**config.mk**
```make
export PLATFORM = sky130hd
export DESIGN_NAME = sync_crc_frame_bpsk_modulator_unit
export DESIGN_NICKNAME = d
export VERILOG_FILES = /design/src/hw/rtl/bpskm_pkg.sv /design/src/hw/rtl/sync_crc_frame_bpsk_modulator_unit.sv /design/src/hw/rtl/bpskm_ram.sv /design/src/hw/rtl/bpskm_front.sv /design/src/hw/rtl/bpskm_back.sv
export SDC_FILE = /design/constraint.sdc
export NUM_CORES = 1
export LEC_CHECK = 0
export BUFFER_PORTS_ARGS = -buffer_cell sky130_fd_sc_hd__buf_2
export CAP_MARGIN = 20
export CORE_UTILIZATION = 35
export CTS_CLUSTER_DIAMETER = 100
export DETAILED_ROUTE_END_ITERATION = 6
export GPL_TIMING_DRIVEN = 0
export SYNTH_ARGS = -nofsm -noshare
export SYNTH_HDL_FRONTEND = slang
export SYNTH_SLANG_ARGS = --single-unit
```
**constraint.sdc**
```tcl
create_clock -name clk -period 5.3 [get_ports clk]
set_input_delay 0.795 -clock clk [delete_from_list [all_inputs] [get_ports clk]]
set_output_delay 0.795 -clock clk [all_outputs]
set_load 0.03 [all_outputs]
```
**src/hw/rtl/bpskm_pkg.sv**
```systemverilog
package bpskm_pkg;

    // Default frame size in bytes (sync word excluded, CRC byte included)
    localparam int FRAME_BYTES_DEF = 64;

    localparam int SYNC_BITS = 32;
    localparam int QUEUE_DEPTH = 4;
    localparam int QUEUE_PTR_W = 2;
    localparam int QUEUE_CNT_W = 3;
    // Wide enough to compare byte counts against any legal frame size
    localparam int LEN_CMP_W = 9;
    // The byte index field addresses at most this many payload bytes
    localparam int INDEX_SPAN = 64;

    localparam logic [7:0] PAD_BYTE = 8'h55;
    localparam logic [7:0] CRC_POLY = 8'h07;

    localparam logic [14:0] AMPLITUDE_RESET = 15'd15000;
    localparam logic [7:0]  SPS_RESET       = 8'd5;
    localparam logic [31:0] SYNC_RESET      = 32'h1ACF_FC1D;

    // Input command codes
    localparam logic [1:0] CMD_WRITE = 2'd0;
    localparam logic [1:0] CMD_BEGIN = 2'd1;
    localparam logic [1:0] CMD_TICK  = 2'd2;

    // Configuration register indexes
    localparam logic [1:0] CFG_AMPLITUDE = 2'd0;
    localparam logic [1:0] CFG_SPS       = 2'd1;
    localparam logic [1:0] CFG_SYNC      = 2'd2;

    // Work kinds held in the queue
    localparam logic [1:0] KIND_WRITE = 2'd0;
    localparam logic [1:0] KIND_BEGIN = 2'd1;
    localparam logic [1:0] KIND_TICK  = 2'd2;

    // Frame sections
    localparam logic [1:0] SEG_SYNC = 2'd0;
    localparam logic [1:0] SEG_PAY  = 2'd1;
    localparam logic [1:0] SEG_CRC  = 2'd2;

    typedef struct packed {
        logic [1:0] kind;
        logic [5:0] idx;
        logic [7:0] data;   // write data, or clamped length for a begin
    } q_item_t;

    typedef struct packed {
        logic [14:0] amplitude;
        logic [7:0]  sym_len;
        logic [31:0] sync_pattern;
    } cfg_t;

endpackage

```
**src/hw/rtl/sync_crc_frame_bpsk_modulator_unit.sv**
```systemverilog
// Path: a sample tick word goes through the queue, the stage register (with the store
//   read), then the output register before it shows on the master side; writes and
//   begins give no word.
// Throughput: one input word per cycle while the master side keeps up; a stalled
//   master fills the 4-word queue, then s_tready drops.
// Reset (rst_n, async, active low): registers to defaults, store reads as zero,
//   text length zero, frame restarts at the first sync sample with the CRC cleared.
module sync_crc_frame_bpsk_modulator_unit #(
    parameter int FRAME_BYTES = bpskm_pkg::FRAME_BYTES_DEF
) (
    input  logic        clk,
    input  logic        rst_n,
    // Slave side
    input  logic        s_tvalid,
    output logic        s_tready,
    input  logic [23:0] s_tdata,   // [5:0] byte_index, [13:6] data_byte,
                                   // [19:14] text_length, [23:20] zero
    input  logic [1:0]  s_tuser,   // [1:0] command
    // Master side
    output logic        m_tvalid,
    input  logic        m_tready,
    output logic [15:0] m_tdata,   // [15:0] sample_value (signed)
    output logic        m_tuser,   // [0] frame_start
    output logic        m_tlast,   // frame_last
    // Configuration write port
    input  logic        cfg_we,
    input  logic [1:0]  cfg_index,
    input  logic [31:0] cfg_data
);
    import bpskm_pkg::*;

    // Configuration registers; write only while idle (the block does not enforce it).
    cfg_t cfg_reg, cfg_next;

    // Queue between the front (classify) and the back (modulate).
    logic    q_valid;
    logic    q_pop;
    q_item_t q_item;

    always_comb
    begin
        cfg_next = cfg_reg;
        if (cfg_we)
        begin
            case (cfg_index)
                CFG_AMPLITUDE: cfg_next.amplitude    = cfg_data[14:0];
                CFG_SPS:       cfg_next.sym_len      = cfg_data[7:0];
                CFG_SYNC:      cfg_next.sync_pattern = cfg_data;
                default:       cfg_next = cfg_reg;   // unknown index: ignored
            endcase
        end
    end

    always_ff @(posedge clk or negedge rst_n)
    begin
        if (!rst_n)
        begin
            cfg_reg.amplitude    <= AMPLITUDE_RESET;
            cfg_reg.sym_len      <= SPS_RESET;
            cfg_reg.sync_pattern <= SYNC_RESET;
        end
        else
        begin
            cfg_reg <= cfg_next;
        end
    end

    // Front: takes words, drops dead commands and out-of-range writes,
    // clamps the text length, and queues the rest in order.
    bpskm_front #(
        .FRAME_BYTES (FRAME_BYTES)
    ) u_front (
        .clk      (clk),
        .rst_n    (rst_n),
        .s_tvalid (s_tvalid),
        .s_tready (s_tready),
        .s_tdata  (s_tdata),
        .s_tuser  (s_tuser),
        .q_valid  (q_valid),
        .q_item   (q_item),
        .q_pop    (q_pop)
    );

    // Back: bit position / phase counters and payload store in the first
    // stage, bit selection, CRC fold and the output register in the second.
    bpskm_back #(
        .FRAME_BYTES (FRAME_BYTES)
    ) u_back (
        .clk      (clk),
        .rst_n    (rst_n),
        .cfg      (cfg_reg),
        .q_valid  (q_valid),
        .q_item   (q_item),
        .q_pop    (q_pop),
        .m_tvalid (m_tvalid),
        .m_tready (m_tready),
        .m_tdata  (m_tdata),
        .m_tuser  (m_tuser),
        .m_tlast  (m_tlast)
    );

`ifndef NO_ASSERTIONS
    // Front only stalls when the queue actually holds work for the back.
    a_stall_has_work: assert property (@(posedge clk) disable iff (!rst_n)
        !s_tready |-> q_valid)
        else $error("front stalled with an empty queue");

    // First and final sample of a frame can never be the same word.
    a_start_last: assert property (@(posedge clk) disable iff (!rst_n)
        m_tvalid |-> !(m_tuser && m_tlast))
        else $error("frame start and frame last on one word");

    // Every sample is plus or minus the configured amplitude.
    a_level: assert property (@(posedge clk) disable iff (!rst_n)
        m_tvalid |-> ((m_tdata == {1'b0, cfg_reg.amplitude}) ||
                      (m_tdata == (~{1'b0, cfg_reg.amplitude} + 16'd1))))
        else $error("sample is not +/- amplitude");
`endif

endmodule

```
**src/hw/rtl/bpskm_ram.sv**
```systemverilog
module bpskm_ram #(
    parameter int WIDTH = 8,
    parameter int DEPTH = 64
) (
    input  logic                                       clk,
    input  logic                                       we,
    input  logic [(DEPTH > 1 ? $clog2(DEPTH) : 1)-1:0] waddr,
    input  logic [WIDTH-1:0]                           wdata,
    input  logic                                       re,
    input  logic [(DEPTH > 1 ? $clog2(DEPTH) : 1)-1:0] raddr,
    output logic [WIDTH-1:0]                           rdata
);

    logic [WIDTH-1:0] mem_reg [DEPTH];
    logic [WIDTH-1:0] rdata_reg;

    always_ff @(posedge clk)
    begin
        if (we)
        begin
            mem_reg[waddr] <= wdata;
        end
        if (re)
        begin
            rdata_reg <= mem_reg[raddr];
        end
    end

    assign rdata = rdata_reg;

endmodule

```
**src/hw/rtl/bpskm_front.sv**
```systemverilog
module bpskm_front #(
    parameter int FRAME_BYTES = bpskm_pkg::FRAME_BYTES_DEF
) (
    input  logic               clk,
    input  logic               rst_n,
    input  logic               s_tvalid,
    output logic               s_tready,
    input  logic [23:0]        s_tdata,
    input  logic [1:0]         s_tuser,
    output logic               q_valid,
    output bpskm_pkg::q_item_t q_item,
    input  logic               q_pop
);
    import bpskm_pkg::*;

    localparam int PAY_BYTES = FRAME_BYTES - 1;
    localparam logic [LEN_CMP_W-1:0] PAY_CMP = LEN_CMP_W'(PAY_BYTES);

    logic [5:0] idx;
    logic [7:0] data;
    logic [5:0] len;
    logic       keep;
    logic       push;
    q_item_t    item;

    q_item_t                fifo_reg [QUEUE_DEPTH];
    logic [QUEUE_PTR_W-1:0] wr_ptr_reg, wr_ptr_next;
    logic [QUEUE_PTR_W-1:0] rd_ptr_reg, rd_ptr_next;
    logic [QUEUE_CNT_W-1:0] count_reg, count_next;

    assign idx  = s_tdata[5:0];
    assign data = s_tdata[13:6];
    assign len  = s_tdata[19:14];

    // Classify: drop out-of-range writes and unused commands here
    always_comb
    begin
        keep      = 1'b0;
        item.kind = KIND_TICK;
        item.idx  = idx;
        item.data = data;
        case (s_tuser)
            CMD_WRITE:
            begin
                keep      = ({3'b000, idx} < PAY_CMP);
                item.kind = KIND_WRITE;
            end
            CMD_BEGIN:
            begin
                keep      = 1'b1;
                item.kind = KIND_BEGIN;
                item.data = ({3'b000, len} > PAY_CMP) ? PAY_CMP[7:0] : {2'b00, len};
            end
            CMD_TICK:
            begin
                keep      = 1'b1;
                item.kind = KIND_TICK;
            end
            default:
            begin
                keep = 1'b0;
            end
        endcase
    end

    assign s_tready = (count_reg != QUEUE_CNT_W'(QUEUE_DEPTH));
    assign push     = s_tvalid && s_tready && keep;
    assign q_valid  = (count_reg != '0);
    assign q_item   = fifo_reg[rd_ptr_reg];

    always_comb
    begin
        wr_ptr_next = push ? wr_ptr_reg + 1'b1 : wr_ptr_reg;
        rd_ptr_next = q_pop ? rd_ptr_reg + 1'b1 : rd_ptr_reg;
        count_next  = count_reg;
        if (push && !q_pop)
        begin
            count_next = count_reg + 1'b1;
        end
        else if (!push && q_pop)
        begin
            count_next = count_reg - 1'b1;
        end
    end

    always_ff @(posedge clk or negedge rst_n)
    begin
        if (!rst_n)
        begin
            wr_ptr_reg <= '0;
            rd_ptr_reg <= '0;
            count_reg  <= '0;
        end
        else
        begin
            wr_ptr_reg <= wr_ptr_next;
            rd_ptr_reg <= rd_ptr_next;
            count_reg  <= count_next;
        end
    end

    always_ff @(posedge clk)
    begin
        if (push)
        begin
            fifo_reg[wr_ptr_reg] <= item;
        end
    end

endmodule

```
**src/hw/rtl/bpskm_back.sv**
```systemverilog
module bpskm_back #(
    parameter int FRAME_BYTES = bpskm_pkg::FRAME_BYTES_DEF
) (
    input  logic               clk,
    input  logic               rst_n,
    input  bpskm_pkg::cfg_t    cfg,
    input  logic               q_valid,
    input  bpskm_pkg::q_item_t q_item,
    output logic               q_pop,
    output logic               m_tvalid,
    input  logic               m_tready,
    output logic [15:0]        m_tdata,
    output logic               m_tuser,
    output logic               m_tlast
);
    import bpskm_pkg::*;

    localparam int PAY_BYTES   = FRAME_BYTES - 1;
    localparam int FRAME_BITS  = SYNC_BITS + 8 * FRAME_BYTES;
    localparam int PAY_END     = SYNC_BITS + 8 * PAY_BYTES;
    localparam int POS_W       = $clog2(FRAME_BITS);
    localparam int STORE_DEPTH = (PAY_BYTES < INDEX_SPAN) ? PAY_BYTES : INDEX_SPAN;
    localparam int ADDR_W      = (STORE_DEPTH > 1) ? $clog2(STORE_DEPTH) : 1;

    // ---- stage A: position tracking, store write, store read issue ----
    logic [POS_W-1:0]       pos_reg, pos_next;
    logic [7:0]             phase_reg, phase_next;
    logic [5:0]             active_reg, active_next;
    logic [STORE_DEPTH-1:0] valid_reg, valid_next;

    logic [POS_W-1:0]  off;
    logic [ADDR_W-1:0] k_addr;
    logic              in_sync, in_pay, k_live, done, pop, s1_adv;
    logic [1:0]        seg;
    logic [4:0]        bitsel;
    logic [7:0]        ram_rdata;

    // ---- stage B inputs ----
    logic       s1_valid_reg, s1_valid_next;
    logic [1:0] s1_kind_reg, s1_seg_reg;
    logic [4:0] s1_bitsel_reg;
    logic       s1_use_ram_reg, s1_done_reg, s1_start_reg, s1_last_reg;
    logic [7:0] s1_const_reg;

    logic [7:0]  crc_reg, crc_next;
    logic        out_valid_reg, out_valid_next;
    logic [15:0] out_data_reg;
    logic        out_start_reg, out_last_reg;
    logic [7:0]  cur_byte;
    logic        bit_val;
    logic [15:0] amp16;

    assign off     = pos_reg - POS_W'(SYNC_BITS);
    assign in_sync = (pos_reg < POS_W'(SYNC_BITS));
    assign in_pay  = !in_sync && (pos_reg < POS_W'(PAY_END));
    assign seg     = in_sync ? SEG_SYNC : (in_pay ? SEG_PAY : SEG_CRC);
    assign bitsel  = in_sync ? ~pos_reg[4:0] : {2'b00, ~off[2:0]};
    assign k_addr  = off[ADDR_W+2:3];
    // byte live only below the active length; its store entry may be unwritten
    assign k_live  = in_pay && ((off >> 3) < POS_W'(active_reg));
    assign done    = ({1'b0, phase_reg} + 9'd1) >= {1'b0, cfg.sym_len};

    assign s1_adv = s1_valid_reg &&
                    (s1_kind_reg != KIND_TICK || !out_valid_reg || m_tready);
    assign pop    = q_valid && (!s1_valid_reg || s1_adv);
    assign q_pop  = pop;

    always_comb
    begin
        pos_next    = pos_reg;
        phase_next  = phase_reg;
        active_next = active_reg;
        valid_next  = valid_reg;
        if (pop)
        begin
            case (q_item.kind)
                KIND_WRITE:
                begin
                    valid_next[q_item.idx[ADDR_W-1:0]] = 1'b1;
                end
                KIND_BEGIN:
                begin
                    active_next = q_item.data[5:0];
                    pos_next    = '0;
                    phase_next  = '0;
                end
                KIND_TICK:
                begin
                    if (done)
                    begin
                        phase_next = '0;
                        pos_next   = (pos_reg == POS_W'(FRAME_BITS - 1)) ? '0 : pos_reg + 1'b1;
                    end
                    else
                    begin
                        phase_next = phase_reg + 1'b1;
                    end
                end
                default:
                begin
                    pos_next = pos_reg;
                end
            endcase
        end
    end

    bpskm_ram #(
        .WIDTH (8),
        .DEPTH (STORE_DEPTH)
    ) u_store (
        .clk   (clk),
        .we    (pop && q_item.kind == KIND_WRITE),
        .waddr (q_item.idx[ADDR_W-1:0]),
        .wdata (q_item.data),
        .re    (pop && q_item.kind == KIND_TICK),
        .raddr (k_addr),
        .rdata (ram_rdata)
    );

    assign s1_valid_next = pop ? 1'b1 : (s1_adv ? 1'b0 : s1_valid_reg);

    always_ff @(posedge clk or negedge rst_n)
    begin
        if (!rst_n)
        begin
            pos_reg       <= '0;
            phase_reg     <= '0;
            active_reg    <= '0;
            valid_reg     <= '0;
            s1_valid_reg  <= 1'b0;
            crc_reg       <= '0;
            out_valid_reg <= 1'b0;
        end
        else
        begin
            pos_reg       <= pos_next;
            phase_reg     <= phase_next;
            active_reg    <= active_next;
            valid_reg     <= valid_next;
            s1_valid_reg  <= s1_valid_next;
            crc_reg       <= crc_next;
            out_valid_reg <= out_valid_next;
        end
    end

    always_ff @(posedge clk)
    begin
        if (pop)
        begin
            s1_kind_reg    <= q_item.kind;
            s1_seg_reg     <= seg;
            s1_bitsel_reg  <= bitsel;
            s1_use_ram_reg <= k_live && valid_reg[k_addr];
            s1_const_reg   <= k_live ? 8'h00 : PAD_BYTE;
            s1_done_reg    <= done;
            s1_start_reg   <= (pos_reg == '0) && (phase_reg == '0);
            s1_last_reg    <= done && (pos_reg == POS_W'(FRAME_BITS - 1));
        end
    end

    // ---- stage B: bit pick, CRC fold, sample out ----
    assign cur_byte = s1_use_ram_reg ? ram_rdata : s1_const_reg;
    assign amp16    = {1'b0, cfg.amplitude};

    always_comb
    begin
        case (s1_seg_reg)
            SEG_SYNC: bit_val = cfg.sync_pattern[s1_bitsel_reg];
            SEG_PAY:  bit_val = cur_byte[s1_bitsel_reg[2:0]];
            default:  bit_val = crc_reg[s1_bitsel_reg[2:0]];
        endcase
    end

    always_comb
    begin
        crc_next = crc_reg;
        if (s1_adv)
        begin
            if (s1_kind_reg == KIND_BEGIN)
            begin
                crc_next = '0;
            end
            else if (s1_kind_reg == KIND_TICK && s1_last_reg)
            begin
                // frame wraps: next frame's CRC starts from zero
                crc_next = '0;
            end
            else if (s1_kind_reg == KIND_TICK && s1_done_reg && s1_seg_reg == SEG_PAY)
            begin
                crc_next = {crc_reg[6:0], 1'b0} ^ ((crc_reg[7] ^ bit_val) ? CRC_POLY : 8'h00);
            end
        end
    end

    always_comb
    begin
        out_valid_next = out_valid_reg;
        if (s1_adv && s1_kind_reg == KIND_TICK)
        begin
            out_valid_next = 1'b1;
        end
        else if (m_tready)
        begin
            out_valid_next = 1'b0;
        end
    end

    always_ff @(posedge clk)
    begin
        if (s1_adv && s1_kind_reg == KIND_TICK)
        begin
            out_data_reg  <= bit_val ? amp16 : (~amp16 + 16'd1);
            out_start_reg <= s1_start_reg;
            out_last_reg  <= s1_last_reg;
        end
    end

    assign m_tvalid = out_valid_reg;
    assign m_tdata  = out_data_reg;
    assign m_tuser  = out_start_reg;
    assign m_tlast  = out_last_reg;

endmodule

```
==> flow_summary.ini <==
[floorplanning]
die_x_um = 301
die_h_um = 301
dieArea_sq_um = 90800
start_util = 0.354
io_pins = 85
coreArea_sq_um = 88500
rows = 109

[final_layout]
final_util = 0.406
fin_cells = 3208
antenna_cells = 0
syn_to_final_growth_pct = 14.6
drive_gt1_frac = 0.246
largest_reg_flops = 504
fin_nets = 2075
filler_cell_count = 7865

[power_and_ir_drop]
seqPwrFrac = 0.458
p_leak_nw = 12.2
powerDensity_nw_per_um2 = 499
internal_power_mw = 12.5
p_clk_frac = 0.299
peakVddDrop_uv = 246
switching_power_mw = 5.44
sw_frac_of_total = 0.303
combinationalPowerShare = 0.243

[timing]
drv_slew = 0
post-route-period-util = 0.934
setup_viol = 0
hold_ws_ns = 0.106
rsz0062_at_grt = false
worstMarginPinSlew_ns = 1.04
min_period_ns = 4.95
skew_ns = 0.0235
slew_headroom = 0.307
hold_viol = 0
fmax_mhz = 202

[yosys]
synth-main-ff-cell = edfxtp_1
ys_seq_elements = 767
ys_warn_count = 0
postSynthCellCount = 1807
synth_cell_types = 66
ys_seq_area_frac = 0.710
synthesis.area_sq_um = 31300
synth_top_area_share = 0.582
synth_edf_count = 608
synthTopCellsByArea = edfxtp_1 (58%), dfrtp_1 (10%), mux4_2 (7.8%), mux2i_1 (3.8%), mux2_2 (2.4%)
yosysTopAreaCell = edfxtp_1
async_reset_ff_frac = 0.207
synthesis.nets = 1904
avgSynthCellArea_sq_um = 17.3

[clock_tree]
clkTransAtPathRegs_ns = 0.06
cts_buffers = 78
cts_setup_buffers = 0
tritoncts = done
h-tree-depth = 3
cts_root_buf = clkbuf_16
cts_sinks = 767
clock_path_buffers = 3
clk_latency_ns = 0.63

[grt]
antenna_found_initial = 1
grt_pass1_vias = 17400
grt_max_degree = 98
grt-ovfl-total = 0
grt_pass1_wl_mm = 112
track_usage = 0.168

[worst_setup_path]
worstReg2RegStart = u_back.pos_reg[5]$_DFFE_PN0P_
setup.worst_path.class = flop to flop
cp.arrival_ns = 5.30
critical_path.startpoint_type = flop
reg2reg_to = u_back.u_store.rdata[1]$_DFFE_PP_
cp-end-kind = flop
reg2reg_depth = 11
crit_fanout = 11
r2r_setup_slack_ns = 0.35
cp.required_ns = 5.65

[place]
dp_hpwl_mm = 52.0
post-place-cells = 3062
place.gp.congestion = 0.903
portBuffers = 80

[routing]
via_per_inst = 5.31
ant_nets = 0
drtIter0Drc = 1774
num_vias = 17000
post_drt_wl_per_cell_um = 23.8
dr.pass1.iters = 7
drc = 22
routed_wirelength_mm = 76.4

[outcome]
status = finished with violations
failed_checks = DRC

[job]
max-cap-violations = 0

[min_path]
hp-class = input port to async pin
==> stage by stage <==
step	setup TNS, ns	power, mW	worst slack (ns)	instance area [sq um]
final	0	17.9	0.349	35900
after global routing	0	18.7	0.173	35900
after CTS	0	18.1	0.0456	35900
after detailed placement	-0.561	12.7	-0.111	33400
after global placement	-0.00551	12.4	-0.00551	33200
after floorplan	0	10.9	1.92	31300
==> per-layer routing <==
layer	GRT usage	vias up	wire length, um
li1	-	7472	-
met1	0.228	8835	32700
met2	0.270	603	36400
met3	0.0339	138	5080
met4	0.0506	0	2220
met5	0	-	0
==> Yosys cell counts (7+ instances only) <==
cell type and n:
a211oi_1 8, a21o_1 7, a21oi_1 26, a32o_1 9, and2_1 7, and3_1 7, buf_1 8, buf_2 19
clkbuf_1 56, dfrtp_1 131, dfstp_2 28, edfxtp_1 608, ha_1 31, inv_1 41, mux2_2 66, mux2i_1 119
mux4_1 9, mux4_2 109, nand2_1 67, nand3_1 30, nor2_1 93, nor2b_1 13, nor3_1 18, o21ai_0 37
o221ai_1 66, o22ai_1 11, o31ai_1 9, or2_2 64, xnor2_1 14, xor2_1 18
==> repair_timing <==
item	CTS	global route
endpoints found under the setup margin	7	10
gates resized for setup	3	4
pin swaps	0	0
hold buffers	0	0
==> final cells by class <==
type	instances	area [sq um]	share of cell area
buffer	87	378	0.0105
sequential	767	22300	0.620
multi-input combinational	910	8550	0.238
tap	1165	1460	0.0406
clock inverter	29	223	0.00620
inverter	43	161	0.00449
timing repair buffer	91	624	0.0174
clock buffer	116	2270	0.0632
==> cell families (layout without fill, tap and decap cells) <==
logic type | Yosys count | count (layout) | synth area share
compound gates | 208 | 208 | 0.0489
xor+xnor | 32 | 32 | 0.00894
fa+ha+maj | 32 | 32 | 0.0130
buf+inv | 130 | 366 | 0.0170
flops | 767 | 767 | 0.710
mux | 303 | 303 | 0.148
simple gates | 335 | 335 | 0.0541
==> power groups by stage <==
stage,registers [mW],logic [mW],clock network [mW]
floorplan,8.40,2.51,0
global route,8.28,4.69,5.69
CTS,8.23,4.37,5.46
finish,8.22,4.35,5.37
global placement,8.35,4.06,0
detailed placement,8.35,4.35,0
==> critical path, stage by stage (launching register included) <==
cell	delay [ns]
dfrtp_1	0.38
clkbuf_1	0.52
inv_1	0.22
clkbuf_2	0.36
clkbuf_1	0.43
ha_1	0.58
clkbuf_1	0.59
clkbuf_2	0.44
o221ai_1	0.33
o221ai_1	0.45
a32o_1	0.28
a21oi_1	0.09
==> layout by cell type (no fill, tap or decap), types with 7 or more instances in the layout <==
cell and count:
edfxtp_1 608, a211oi_1 8, o221ai_1 66, xor2_1 18
or2_2 64, ha_1 31, nand2_1 67, nor3_1 18
and3_1 7, o21ai_0 37, buf_12 8, o22ai_1 11
nor2b_1 13, xnor2_1 13, a32o_1 9, nand3_1 30
clkbuf_16 82, nor2_1 93, a21oi_1 26, mux4_1 9
mux2i_1 119, clkinv_2 7, and2_1 7, dfrtp_1 131
clkinv_1 17, inv_1 41, buf_1 7, dfstp_2 28
mux4_2 109, clkbuf_8 9, o31ai_1 9, clkbuf_1 78
mux2_2 66, a21o_1 7, buf_2 98
==> worst max-delay path by stage <==
stage / start / endpoint / slack (ns) / depth (start not counted)
CTS: u_back.pos_reg[5]$_DFFE_PN0P_ / u_back.s1_use_ram_reg$_DFFE_PP_ / 0.05 / 12
detailed placement: u_back.pos_reg[5]$_DFFE_PN0P_ / u_back.u_store.rdata[3]$_DFFE_PP_ / -0.11 / 11
global placement: u_back.pos_reg[5]$_DFFE_PN0P_ / u_back.u_store.rdata[6]$_DFFE_PP_ / -0.006 / 12
global route: u_front.rd_ptr_reg[0]$_DFFE_PN0P_ / u_back.u_store.mem_reg[34][7]$_DFFE_PP_ / 0.17 / 9
floorplan: u_front.rd_ptr_reg[0]$_DFFE_PN0P_ / u_back.pos_reg[9]$_DFFE_PN0P_ / 1.92 / 10
finish: u_back.pos_reg[5]$_DFFE_PN0P_ / u_back.u_store.rdata[1]$_DFFE_PP_ / 0.35 / 11
No activity file was read; power rests on OpenSTA's default activity.
